--- src/hw/rtl/rfrt_pkg.sv ---
// Shared types and codes of the retransmit tracker.
package rfrt_pkg;

    localparam int CFG_IDX_W = 3;
    localparam int ACT_W     = 4;

    localparam logic [7:0] ACK_PAYLOAD_BYTES = 8'd4;

    // Event codes of an input item.
    localparam logic [1:0] MODE_TRACK = 2'd0;
    localparam logic [1:0] MODE_ACK   = 2'd1;
    localparam logic [1:0] MODE_SWEEP = 2'd2;

    // Result kinds.
    localparam logic [1:0] KIND_TRACK = 2'd0;
    localparam logic [1:0] KIND_ACK   = 2'd1;
    localparam logic [1:0] KIND_RETX  = 2'd2;
    localparam logic [1:0] KIND_END   = 2'd3;

    // Register indexes.
    localparam logic [CFG_IDX_W-1:0] CFG_ACK_REQ  = 3'd0;
    localparam logic [CFG_IDX_W-1:0] CFG_ACK_TYPE = 3'd1;
    localparam logic [CFG_IDX_W-1:0] CFG_NACK     = 3'd2;
    localparam logic [CFG_IDX_W-1:0] CFG_INTERVAL = 3'd3;
    localparam logic [CFG_IDX_W-1:0] CFG_MAX_ATT  = 3'd4;

    typedef struct packed {
        logic [1:0]  mode;
        logic [31:0] now_ms;
        logic [7:0]  frame_type;
        logic [7:0]  frame_flags;
        logic [15:0] frame_sequence;
        logic [7:0]  frame_handle;
        logic [7:0]  pay_len;
        logic [7:0]  ack_tgt_type;
        logic [15:0] ack_tgt_seq;
        logic        tx_ready;
    } t_in_item;

    typedef struct packed {
        logic [1:0]       kind;
        logic             ok;
        logic [7:0]       out_handle;
        logic [7:0]       out_type;
        logic [15:0]      out_sequence;
        logic [3:0]       out_attempts;
        logic [15:0]      retries_total;
        logic [ACT_W-1:0] active_entries;
        logic             last;
    } t_out_item;

    typedef struct packed {
        logic [CFG_IDX_W-1:0] index;
        logic [15:0]          wdata;
    } t_cfg_item;

    typedef struct packed {
        logic [7:0]  ack_required_code;
        logic [7:0]  ack_type_code;
        logic [7:0]  nack_type_code;
        logic [15:0] retry_interval_ms;
        logic [3:0]  max_attempts;
    } t_cfg;

    typedef struct packed {
        logic [7:0]  etype;
        logic [15:0] seq_num;
        logic [7:0]  handle;
        logic [3:0]  attempts;
        logic [31:0] sent_time;
    } t_entry;

endpackage

--- src/hw/rtl/rfrt_if.sv ---
// Handshake channels of the retransmit tracker.
interface rfrt_in_if;
    import rfrt_pkg::*;
    logic     valid;
    logic     ready;
    t_in_item data;
    modport source(output valid, output data, input ready);
    modport sink(input valid, input data, output ready);
endinterface

interface rfrt_out_if;
    import rfrt_pkg::*;
    logic      valid;
    logic      ready;
    t_out_item data;
    modport source(output valid, output data, input ready);
    modport sink(input valid, input data, output ready);
endinterface

interface rfrt_cfg_if;
    import rfrt_pkg::*;
    logic      valid;
    logic      ready;
    t_cfg_item data;
    modport source(output valid, output data, input ready);
    modport sink(input valid, input data, output ready);
endinterface

--- src/hw/rtl/rfrt_cfg_regs.sv ---
// Configuration register file of the retransmit tracker.
module rfrt_cfg_regs (
    input  logic          i_clk,
    input  logic          i_rst_n,
    rfrt_cfg_if.sink      i_cfg,
    output rfrt_pkg::t_cfg o_cfg
);
    import rfrt_pkg::*;

    t_cfg r_cfg;

    assign i_cfg.ready = 1'b1;
    assign o_cfg       = r_cfg;

    always_ff @(posedge i_clk) begin
        if (!i_rst_n) begin
            r_cfg.ack_required_code <= 8'd1;
            r_cfg.ack_type_code     <= 8'd1;
            r_cfg.nack_type_code    <= 8'd2;
            r_cfg.retry_interval_ms <= 16'd500;
            r_cfg.max_attempts      <= 4'd3;
        end else if (i_cfg.valid) begin
            unique case (i_cfg.data.index)
                CFG_ACK_REQ:  r_cfg.ack_required_code <= i_cfg.data.wdata[7:0];
                CFG_ACK_TYPE: r_cfg.ack_type_code     <= i_cfg.data.wdata[7:0];
                CFG_NACK:     r_cfg.nack_type_code    <= i_cfg.data.wdata[7:0];
                CFG_INTERVAL: r_cfg.retry_interval_ms <= i_cfg.data.wdata;
                CFG_MAX_ATT:  r_cfg.max_attempts      <= i_cfg.data.wdata[3:0];
                default: begin
                end
            endcase
        end
    end

endmodule

--- src/hw/rtl/rfrt_engine.sv ---
// Table sequencer: entry memory, valid bits, scan FSM and result register.
module rfrt_engine #(
    parameter int ENTRIES = 8
) (
    input  logic           i_clk,
    input  logic           i_rst_n,
    input  rfrt_pkg::t_cfg i_cfg,
    rfrt_in_if.sink        i_item,
    rfrt_out_if.source     o_result
);
    import rfrt_pkg::*;

    localparam int IDX_W = (ENTRIES > 1) ? $clog2(ENTRIES) : 1;
    localparam int CNT_W = $clog2(ENTRIES + 1);

    typedef enum logic [2:0] {S_IDLE, S_TRACK, S_SCAN, S_EVAL, S_FIN} t_state;

    t_state             r_state, n_state;
    t_in_item           r_req, n_req;
    logic [CNT_W-1:0]   r_idx, n_idx;
    logic [ENTRIES-1:0] r_valid, n_valid;
    logic [CNT_W-1:0]   r_active, n_active;
    logic [15:0]        r_retry, n_retry;
    logic               r_ok, n_ok;
    t_out_item          r_out, n_out;
    logic               r_out_valid, n_out_valid;

    t_entry             r_mem [ENTRIES];
    t_entry             r_rdata;

    logic               mem_we, mem_re;
    logic [IDX_W-1:0]   mem_waddr, mem_raddr;
    t_entry             mem_wdata;

    logic               out_free;
    logic               free_found;
    logic [IDX_W-1:0]   free_idx;
    logic [IDX_W-1:0]   cur;
    logic               due, hit, ack_frame;
    logic [CNT_W-1:0]   idx_inc;

    assign i_item.ready   = (r_state == S_IDLE);
    assign o_result.valid = r_out_valid;
    assign o_result.data  = r_out;

    assign out_free  = !r_out_valid || o_result.ready;
    assign cur       = r_idx[IDX_W-1:0];
    assign idx_inc   = r_idx + CNT_W'(1);
    assign due       = (r_req.now_ms - r_rdata.sent_time) >= {16'd0, i_cfg.retry_interval_ms};
    assign hit       = (r_rdata.etype == r_req.ack_tgt_type) &&
                       (r_rdata.seq_num == r_req.ack_tgt_seq);
    assign ack_frame = ((i_item.data.frame_type == i_cfg.ack_type_code) ||
                        (i_item.data.frame_type == i_cfg.nack_type_code)) &&
                       (i_item.data.pay_len == ACK_PAYLOAD_BYTES);

    // Lowest free slot.
    always_comb begin
        free_found = 1'b0;
        free_idx   = '0;
        for (int i = ENTRIES - 1; i >= 0; i--) begin
            if (!r_valid[i]) begin
                free_found = 1'b1;
                free_idx   = IDX_W'(i);
            end
        end
    end

    always_comb begin
        n_state     = r_state;
        n_req       = r_req;
        n_idx       = r_idx;
        n_valid     = r_valid;
        n_active    = r_active;
        n_retry     = r_retry;
        n_ok        = r_ok;
        n_out       = r_out;
        n_out_valid = r_out_valid && !o_result.ready;
        mem_we      = 1'b0;
        mem_waddr   = cur;
        mem_wdata   = r_rdata;
        mem_re      = 1'b0;
        mem_raddr   = cur;

        unique case (r_state)
            S_IDLE: begin
                if (i_item.valid) begin
                    n_req = i_item.data;
                    n_idx = '0;
                    n_ok  = 1'b0;
                    case (i_item.data.mode)
                        MODE_TRACK: n_state = S_TRACK;
                        MODE_ACK:   n_state = ack_frame ? S_SCAN : S_FIN;
                        MODE_SWEEP: n_state = S_SCAN;
                        default:    n_state = S_IDLE;
                    endcase
                end
            end

            S_TRACK: begin
                n_ok    = 1'b1;
                n_state = S_FIN;
                if (r_req.frame_flags == i_cfg.ack_required_code) begin
                    n_ok = free_found;
                    if (free_found) begin
                        mem_we              = 1'b1;
                        mem_waddr           = free_idx;
                        mem_wdata.etype     = r_req.frame_type;
                        mem_wdata.seq_num   = r_req.frame_sequence;
                        mem_wdata.handle    = r_req.frame_handle;
                        mem_wdata.attempts  = 4'd1;
                        mem_wdata.sent_time = r_req.now_ms;
                        n_valid[free_idx]   = 1'b1;
                        n_active            = r_active + CNT_W'(1);
                    end
                end
            end

            S_SCAN: begin
                if (r_idx == CNT_W'(ENTRIES)) begin
                    n_state = S_FIN;
                end else if (r_valid[cur]) begin
                    mem_re  = 1'b1;
                    n_state = S_EVAL;
                end else begin
                    n_idx = idx_inc;
                end
            end

            S_EVAL: begin
                if (r_req.mode == MODE_ACK) begin
                    if (hit) begin
                        n_valid[cur] = 1'b0;
                        n_active     = r_active - CNT_W'(1);
                        n_ok         = 1'b1;
                        n_state      = S_FIN;
                    end else begin
                        n_idx   = idx_inc;
                        n_state = S_SCAN;
                    end
                end else if (!due) begin
                    n_idx   = idx_inc;
                    n_state = S_SCAN;
                end else if (r_rdata.attempts >= i_cfg.max_attempts) begin
                    n_valid[cur] = 1'b0;
                    n_active     = r_active - CNT_W'(1);
                    n_idx        = idx_inc;
                    n_state      = S_SCAN;
                end else if (!r_req.tx_ready) begin
                    n_idx   = idx_inc;
                    n_state = S_SCAN;
                end else if (out_free) begin
                    // Resend: write back the bumped attempt count and new send time.
                    mem_we              = 1'b1;
                    mem_wdata.attempts  = r_rdata.attempts + 4'd1;
                    mem_wdata.sent_time = r_req.now_ms;
                    n_retry             = r_retry + 16'd1;
                    n_out               = '0;
                    n_out.kind          = KIND_RETX;
                    n_out.out_handle    = r_rdata.handle;
                    n_out.out_type      = r_rdata.etype;
                    n_out.out_sequence  = r_rdata.seq_num;
                    n_out.out_attempts  = r_rdata.attempts + 4'd1;
                    n_out.retries_total = r_retry + 16'd1;
                    n_out.active_entries = ACT_W'(r_active);
                    n_out_valid         = 1'b1;
                    n_idx               = idx_inc;
                    n_state             = S_SCAN;
                end
            end

            S_FIN: begin
                if (out_free) begin
                    n_out = '0;
                    case (r_req.mode)
                        MODE_TRACK: n_out.kind = KIND_TRACK;
                        MODE_ACK:   n_out.kind = KIND_ACK;
                        default:    n_out.kind = KIND_END;
                    endcase
                    n_out.ok             = r_ok;
                    n_out.retries_total  = r_retry;
                    n_out.active_entries = ACT_W'(r_active);
                    n_out.last           = 1'b1;
                    n_out_valid          = 1'b1;
                    n_state              = S_IDLE;
                end
            end

            default: n_state = S_IDLE;
        endcase
    end

    always_ff @(posedge i_clk) begin
        if (!i_rst_n) begin
            r_state     <= S_IDLE;
            r_req       <= '0;
            r_idx       <= '0;
            r_valid     <= '0;
            r_active    <= '0;
            r_retry     <= '0;
            r_ok        <= 1'b0;
            r_out       <= '0;
            r_out_valid <= 1'b0;
        end else begin
            r_state     <= n_state;
            r_req       <= n_req;
            r_idx       <= n_idx;
            r_valid     <= n_valid;
            r_active    <= n_active;
            r_retry     <= n_retry;
            r_ok        <= n_ok;
            r_out       <= n_out;
            r_out_valid <= n_out_valid;
        end
    end

    // Entry memory. Writes and reads fall in different states, so the same
    // entry is never written and read in one cycle.
    always_ff @(posedge i_clk) begin
        if (mem_we) begin
            r_mem[mem_waddr] <= mem_wdata;
        end
        if (mem_re) begin
            r_rdata <= r_mem[mem_raddr];
        end
    end

    a_active_count: assert property (@(posedge i_clk) disable iff (!i_rst_n)
        r_active == CNT_W'($countones(r_valid)))
        else $error("active count disagrees with valid bits");

    a_no_rw_overlap: assert property (@(posedge i_clk) disable iff (!i_rst_n)
        !(mem_we && mem_re))
        else $error("entry memory written and read in one cycle");

    a_track_free_slot: assert property (@(posedge i_clk) disable iff (!i_rst_n)
        (r_state == S_TRACK && mem_we) |-> !r_valid[mem_waddr])
        else $error("track overwrote an occupied entry");

    a_scan_bound: assert property (@(posedge i_clk) disable iff (!i_rst_n)
        r_idx <= CNT_W'(ENTRIES))
        else $error("scan index ran past the table");

endmodule

--- src/hw/rtl/reliable_frame_retransmit_tracker.sv ---
// Top level of the acknowledgement retransmit tracker.
//
//  Channel    Dir  Payload       Accepted when
//  i_cfg      in   t_cfg_item    i_cfg.valid && i_cfg.ready (ready is always high)
//  i_item     in   t_in_item     i_item.valid && i_item.ready
//  o_result   out  t_out_item    o_result.valid && o_result.ready
//
// One item is worked at a time over the entry memory's single read port. A
// track passes S_TRACK then S_FIN. An ack or a sweep scans the slots from 0,
// reading each occupied one in S_EVAL, and goes to S_FIN past the last slot or
// at an ack's match. A malformed ack goes straight to S_FIN; mode 3 has no result.
// A stalled result register holds the scan in place until it drains.
// Synchronous reset clears the valid bits at once; no clearing pass is needed.
module reliable_frame_retransmit_tracker #(
    parameter int ENTRIES = 8
) (
    input logic        i_clk,
    input logic        i_rst_n,
    rfrt_cfg_if.sink   i_cfg,
    rfrt_in_if.sink    i_item,
    rfrt_out_if.source o_result
);
    import rfrt_pkg::*;

    t_cfg cfg_regs;

    rfrt_cfg_regs u_cfg_regs (
        .i_clk   (i_clk),
        .i_rst_n (i_rst_n),
        .i_cfg   (i_cfg),
        .o_cfg   (cfg_regs)
    );

    rfrt_engine #(
        .ENTRIES (ENTRIES)
    ) u_engine (
        .i_clk    (i_clk),
        .i_rst_n  (i_rst_n),
        .i_cfg    (cfg_regs),
        .i_item   (i_item),
        .o_result (o_result)
    );

endmodule
--- src/flat_wrapper.sv ---
// flat-port wrapper written by rule: the top's interface ports become plain ports
module reliable_frame_retransmit_tracker_flat import rfrt_pkg::*;
#(
    parameter int ENTRIES = 8
)
  (i_clk, i_rst_n, i_cfg_valid, i_cfg_data, i_cfg_ready, i_item_valid, i_item_data, i_item_ready, o_result_valid, o_result_data, o_result_ready);
  rfrt_cfg_if i_cfg_i ();
  rfrt_in_if i_item_i ();
  rfrt_out_if o_result_i ();
  input logic i_clk;
  input logic i_rst_n;
  input wire logic [$bits(i_cfg_i.valid)-1:0] i_cfg_valid;
  input wire logic [$bits(i_cfg_i.data)-1:0] i_cfg_data;
  output wire logic [$bits(i_cfg_i.ready)-1:0] i_cfg_ready;
  input wire logic [$bits(i_item_i.valid)-1:0] i_item_valid;
  input wire logic [$bits(i_item_i.data)-1:0] i_item_data;
  output wire logic [$bits(i_item_i.ready)-1:0] i_item_ready;
  output wire logic [$bits(o_result_i.valid)-1:0] o_result_valid;
  output wire logic [$bits(o_result_i.data)-1:0] o_result_data;
  input wire logic [$bits(o_result_i.ready)-1:0] o_result_ready;
  assign i_cfg_i.valid = i_cfg_valid;
  assign i_cfg_i.data = i_cfg_data;
  assign i_cfg_ready = i_cfg_i.ready;
  assign i_item_i.valid = i_item_valid;
  assign i_item_i.data = i_item_data;
  assign i_item_ready = i_item_i.ready;
  assign o_result_valid = o_result_i.valid;
  assign o_result_data = o_result_i.data;
  assign o_result_i.ready = o_result_ready;
  reliable_frame_retransmit_tracker #(.ENTRIES(ENTRIES)) u_core (.i_clk(i_clk), .i_rst_n(i_rst_n), .i_cfg(i_cfg_i), .i_item(i_item_i), .o_result(o_result_i));
endmodule
--- config.mk ---
export PLATFORM = sky130hd
export DESIGN_NAME = reliable_frame_retransmit_tracker_flat
export DESIGN_NICKNAME = d
export VERILOG_FILES = /design/src/hw/rtl/rfrt_pkg.sv /design/src/hw/rtl/rfrt_if.sv /design/src/hw/rtl/rfrt_cfg_regs.sv /design/src/hw/rtl/rfrt_engine.sv /design/src/hw/rtl/reliable_frame_retransmit_tracker.sv /design/src/flat_wrapper.sv
export SDC_FILE = /design/constraint.sdc
export NUM_CORES = 1
export LEC_CHECK = 0
export ABC_AREA = 1
export BUFFER_PORTS_ARGS = -buffer_cell sky130_fd_sc_hd__buf_2
export CORE_ASPECT_RATIO = 0.6
export CORE_MARGIN = 2
export CORE_UTILIZATION = 60
export CTS_BUF_LIST = sky130_fd_sc_hd__clkbuf_16
export CTS_CLUSTER_SIZE = 30
export DETAILED_ROUTE_END_ITERATION = 10
export MAX_ROUTING_LAYER = met4
export PLACE_DENSITY = 0.84
export SLEW_MARGIN = 10
export SYNTH_ARGS = -nofsm -noshare
export SYNTH_HDL_FRONTEND = slang
export SYNTH_SLANG_ARGS = --single-unit
--- constraint.sdc ---
create_clock -name i_clk -period 7.7 [get_ports i_clk]
set_clock_uncertainty 0.1 [all_clocks]
set_input_delay 0.77 -clock i_clk [delete_from_list [all_inputs] [get_ports i_clk]]
set_output_delay 0.77 -clock i_clk [all_outputs]
set_load 0.02 [all_outputs]
== After elaboration in Yosys (flattened, before gate mapping) ==
Memories as Yosys holds them, arrays and structs flattened. A register that Yosys moved wholly into a read port is not among the register bits.
Index checks and enable logic that the tools add are counted.
Widths: inputs -> output; s select.
Cells by class
  add/sub/neg operators: 6
  order comparisons: 6
  multiplexer cells: 103
  equality and inequality tests: 37
  bitwise gates (word level): 5
  reductions and logical operators: 29
Operators by type and width (count)
  $mux 60: 6
  $mux 36: 5
  $mux 68: 2
  $pmux 60 s2: 1
  $pmux 36 s2: 1
  $mux 3: 22
  $mux 4: 15
  $mux 8: 6
  $eq 8x8->1: 4
  $ge 32x16->1: 1
  $mux 1: 32
  $mux 32: 1
  $sub 32x32->32: 1
  $ne 2x2->1 const B: 13
  $reduce_and 6->1: 3
  $add 16x1->16 const B: 1
  $eq 16x16->1: 1
  $pmux 8 s2: 1
  $ne 3x3->1 const B: 5
  $pmux 3 s5: 1
  $add 4x1->4 const B: 3
  $eq 3x2->1 const B: 4
  $pmux 4 s3: 1
  $reduce_and 2->1: 6
  31 further kinds: 50
Word-level totals
  memory bits (writable): 544
  register bits: 240
  memories kept: 1
  bits of input ports: 131
  logic and storage cells: 217
  output and inout port bits: 63
Memory list
  u_core.u_engine.r_mem: depth 8, width 68, read ports 1, clocked after Yosys merged registers in 1, write ports 1, RTL line rfrt_engine.sv:28  | t_entry r_mem [ENTRIES];

== Depth between registers and ports, before layout ==
  depth after elaboration: 16
  depth in mapped cells: 28
  depth with buffers taken out: 27

== By module ==
From an unflattened synthesis, not the netlist that was laid out.
Unflattened totals
  cell total of the unflattened synthesis: 3704
  area, all modules: 37043.0 um^2
Modules (own cells, without submodules)
  rfrt_engine: area an instance 35253.8 um^2, times used 1, sequential area each 22301.4 um^2, cells each 3442
  rfrt_cfg_regs: area an instance 1789.2 um^2, times used 1, sequential area each 880.8 um^2, cells each 262

== Least setup slack after synthesis ==
Ideal clock, no wire load.
  path type: register -> register
  start: register u_core.u_engine.r_idx[0]
  end: register, netlist name u_core.u_engine.r_rdata[0]
  arrival time: 6.017 ns
  slack: 1.005 ns
  cell stages (with the launch flop): 10
  data required time: 7.022 ns
  cells stage by stage: dfxtp_1 -> clkbuf_1 -> inv_1 -> nor3_1 -> nand2_1 -> o21ai_0 -> a21oi_1 -> nand4_1 -> inv_1 -> nor3_1
On the way
  word-level cells in the longest chain between the ends: 5
  elaborated cells on any way between the ends: 6
  classes of those cells: eq/ne (1); mux (5)
Ends and longest elaborated chain
  start: declaration: RTL line rfrt_engine.sv:20  | logic [CNT_W-1:0] r_idx, n_idx;
  start signal: assignment: RTL line rfrt_engine.sv:206  | r_idx <= n_idx;
  $bmux 1 s3: RTL line rfrt_engine.sv:121  | end else if (r_valid[cur]) begin
  $mux 1 (not written as such): RTL line rfrt_engine.sv:121
  $mux 1: RTL line rfrt_engine.sv:121
  $mux 1 (*): RTL line rfrt_engine.sv:119  | if (r_idx == CNT_W'(ENTRIES)) begin
  $mux 1 (*): RTL line rfrt_engine.sv:84  | unique case (r_state)
  named net u_core.u_engine.mem_re: RTL line rfrt_engine.sv:31  | logic mem_we, mem_re;
Mark *: on every way through the listed nets, which the timed path passes. The rest lies on a longest branch. The select of a mux whose other input is x is not followed.
A chain may end at the register's enable or synchronous reset.

==> metrics.csv <==
metric,value,unit
first_global_vias,26200,
synth.cell_area,36800,um2
reg2reg_from,u_core.u_engine.r_rdata[2],
cts_resized,0,
slowest_stage,nand2_2,
drt-total-wl,103,mm
drt_pre_antenna_iters,6,
avgSynthCellArea,10.4,um2
rsz0062_at_grt,no,
cp-startpoint,u_core.u_engine.r_rdata[2],
synthesis.nets,3713,
tightest_slew,1.18,ns
post_cts_buffers,0,
die_area,63400,um2
critical_path_required,7.80,ns
synth_edf_count,612,
rows,70,
p_per_area,283,nW/um2
drt-vias-per-instance,6.16,
final_common_cell,nand2_1,
min-delay-path-class,in -> reg,
vdd_drop_max,0.000237,V
synthFlopType,edfxtp_1,
synth-seq-cells,852,
min_period,5.35,ns
hold_viol_final,0,
ys_warn_count,0,
track_usage,33.1,%
clk_latency,0.66,ns
async_reset_ff_share,0,%
path_max_fanout,40,
cts_max_path_buffers,3,
hold_buffers,0,
start_util,60.6,%
netlist.area_leader.share,49.9,%
areaGrowthSynthToFinish,10.9,%
drc,0,
die_w,324,um
status,"complete, no violations",
ios,194,
endpoint_kind,flop,
layout_common_cells,"712 x nand2_1, 612 x edfxtp_1, 339 x inv_1",
min_period_over_period,69.4,%
dpl.hpwl,64.6,mm
placed_area,38500,um2
overflow,0,
final_area,40800,um2
worstPathArrival,5.45,ns
drt_iter0_drc,4199,
core,60800,um2
place_congestion,0.997,
crit_path_max_incr_delay,0.62,ns
start_kind,flop,
slew_violations,0,
die_h,196,um
fin_tns_setup,0,ns
path_clk_slew,0.07,ns
fmax,187,MHz
yosysSeqAreaShare,63.0,%
slew_headroom,20.4,%
ant_nets,0,
cts_tree,yes,
wire_per_inst,22.6,um
port_buffers,192,
holdCritStartpoint,i_cfg_data[8],
yosysUniqueCellTypes,55,
grt_max_degree,86,
synth_top_area_cell,edfxtp_1,
max_cap_violations,0,
path_class,reg -> reg,
p_leak,0.0154,uW
critPathMostFrequentCell,nand2_1,
cts.sinks,852,
synthTopCellsByArea,"edfxtp_1 50%, dfxtp_1 13%, nand2_1 7.3%",
numCtsBuffers,72,
cts_root_buf,clkbuf_16,
htree_levels,3,
drive_gt1_share,12.4,%
grt_pass1_wl,154,mm
setup_viol,0,
antenna_found_initial,2,
fin_nets,3842,
vias,28000,
syn_inst,3523,
==> metal layers <==
layer	share of wire (%)	global-route usage, %	vias to the layer above
li1	-	-	12600
met1	41	47.7	13300
met2	42	45.9	1889
met3	15	9.89	203
met4	2.3	8.66	0
met5	0	-	-
==> sequential cells by signal, indices dropped and copies added, names as in the netlist <==
name and flops:
u_core.u_engine.r_active 4, u_core.u_engine.r_rdata 68, u_core.u_cfg_regs.o_cfg 44, u_core.u_engine.r_mem 544
u_core.u_engine.o_result.data 60, u_core.u_engine.r_state 3, u_core.u_engine.r_ok 1, u_core.u_engine.o_result.valid 1
u_core.u_engine.r_idx 4, u_core.u_engine.r_retry 16, u_core.u_engine.r_valid 8, u_core.u_engine.r_req 99
==> per-stage QoR <==
stage | instances | util (%) | setup WS (ns) | hold slack, ns | total power (uW)
finish | 4535 | 67.1 | 2.35 | 0.257 | 11500
detailed placement | 4406 | 63.3 | 2.53 | 0.351 | 7870
global placement | 4406 | 63.3 | 2.57 | 0.341 | 7800
CTS | 4534 | 67.1 | 2.44 | 0.236 | 11500
global route | 4535 | 67.1 | 2.02 | 0.271 | 12000
floorplan | 3523 | - | 1.00 | 0.325 | 7070
==> critical path, delay by kind of cell (launching register included) <==
kind            cells  cell delay, ns
flops               1            0.35
xor+xnor            1            0.21
compound gates      3            0.43
fa+ha+maj           2            0.74
buf+inv             2            0.49
simple gates       17            2.52
==> final cells by class <==
type	count	area, um2
multi-input cells	2155	11700
fillers	4338	20000
clock inverters	54	484
repair buffers	228	1280
flip-flops and latches	852	23200
inverters	343	1290
diodes	1	2.50
clock buffers	74	1850
well taps	828	1040
==> where the power goes <==
group,internal [uW],leakage [uW],switching [uW]
registers,5230,0.00746,139
clock network,1970,0.00120,1690
logic,710,0.00677,1810
total,7910,0.0154,3640
==> cell families after synthesis <==
kind of cell	synth area share (%)
flip-flops	63.0
adder cells (fa/ha/maj)	2.05
XOR/XNOR	1.62
other	0.0102
buffers and inverters	5.59
AND/OR/NAND/NOR	15.4
AO/OA/AOI/OAI	12.4
==> cell usage after synthesis, types with 33 or more instances <==
master and instances:
nand2_1 714, edfxtp_1 612, inv_1 325, a21oi_1 294, dfxtp_1 240, o21ai_0 240, nand3_1 197, nor2_1 142
clkbuf_1 135, nand4_1 85, a22oi_1 81, ha_1 57, a221oi_1 56, a22o_1 42, xor2_1 40, nand3_2 33
==> path summary, 6_finish.rpt <==
| kind | end | slack [ns] | depth (start not counted) |
|---|---|---|---|
| worst max register to register | u_core.u_engine.r_mem[0][24] | 2.35 | 25 |
| worst min-delay path | u_core.u_cfg_regs.o_cfg[12] | 0.26 | 3 |
| worst min register to register | u_core.u_engine.r_req[33] | 0.35 | 2 |
| worst max-delay path | u_core.u_engine.r_mem[0][24] | 2.35 | 25 |
Power figures use the tool's default switching activity.
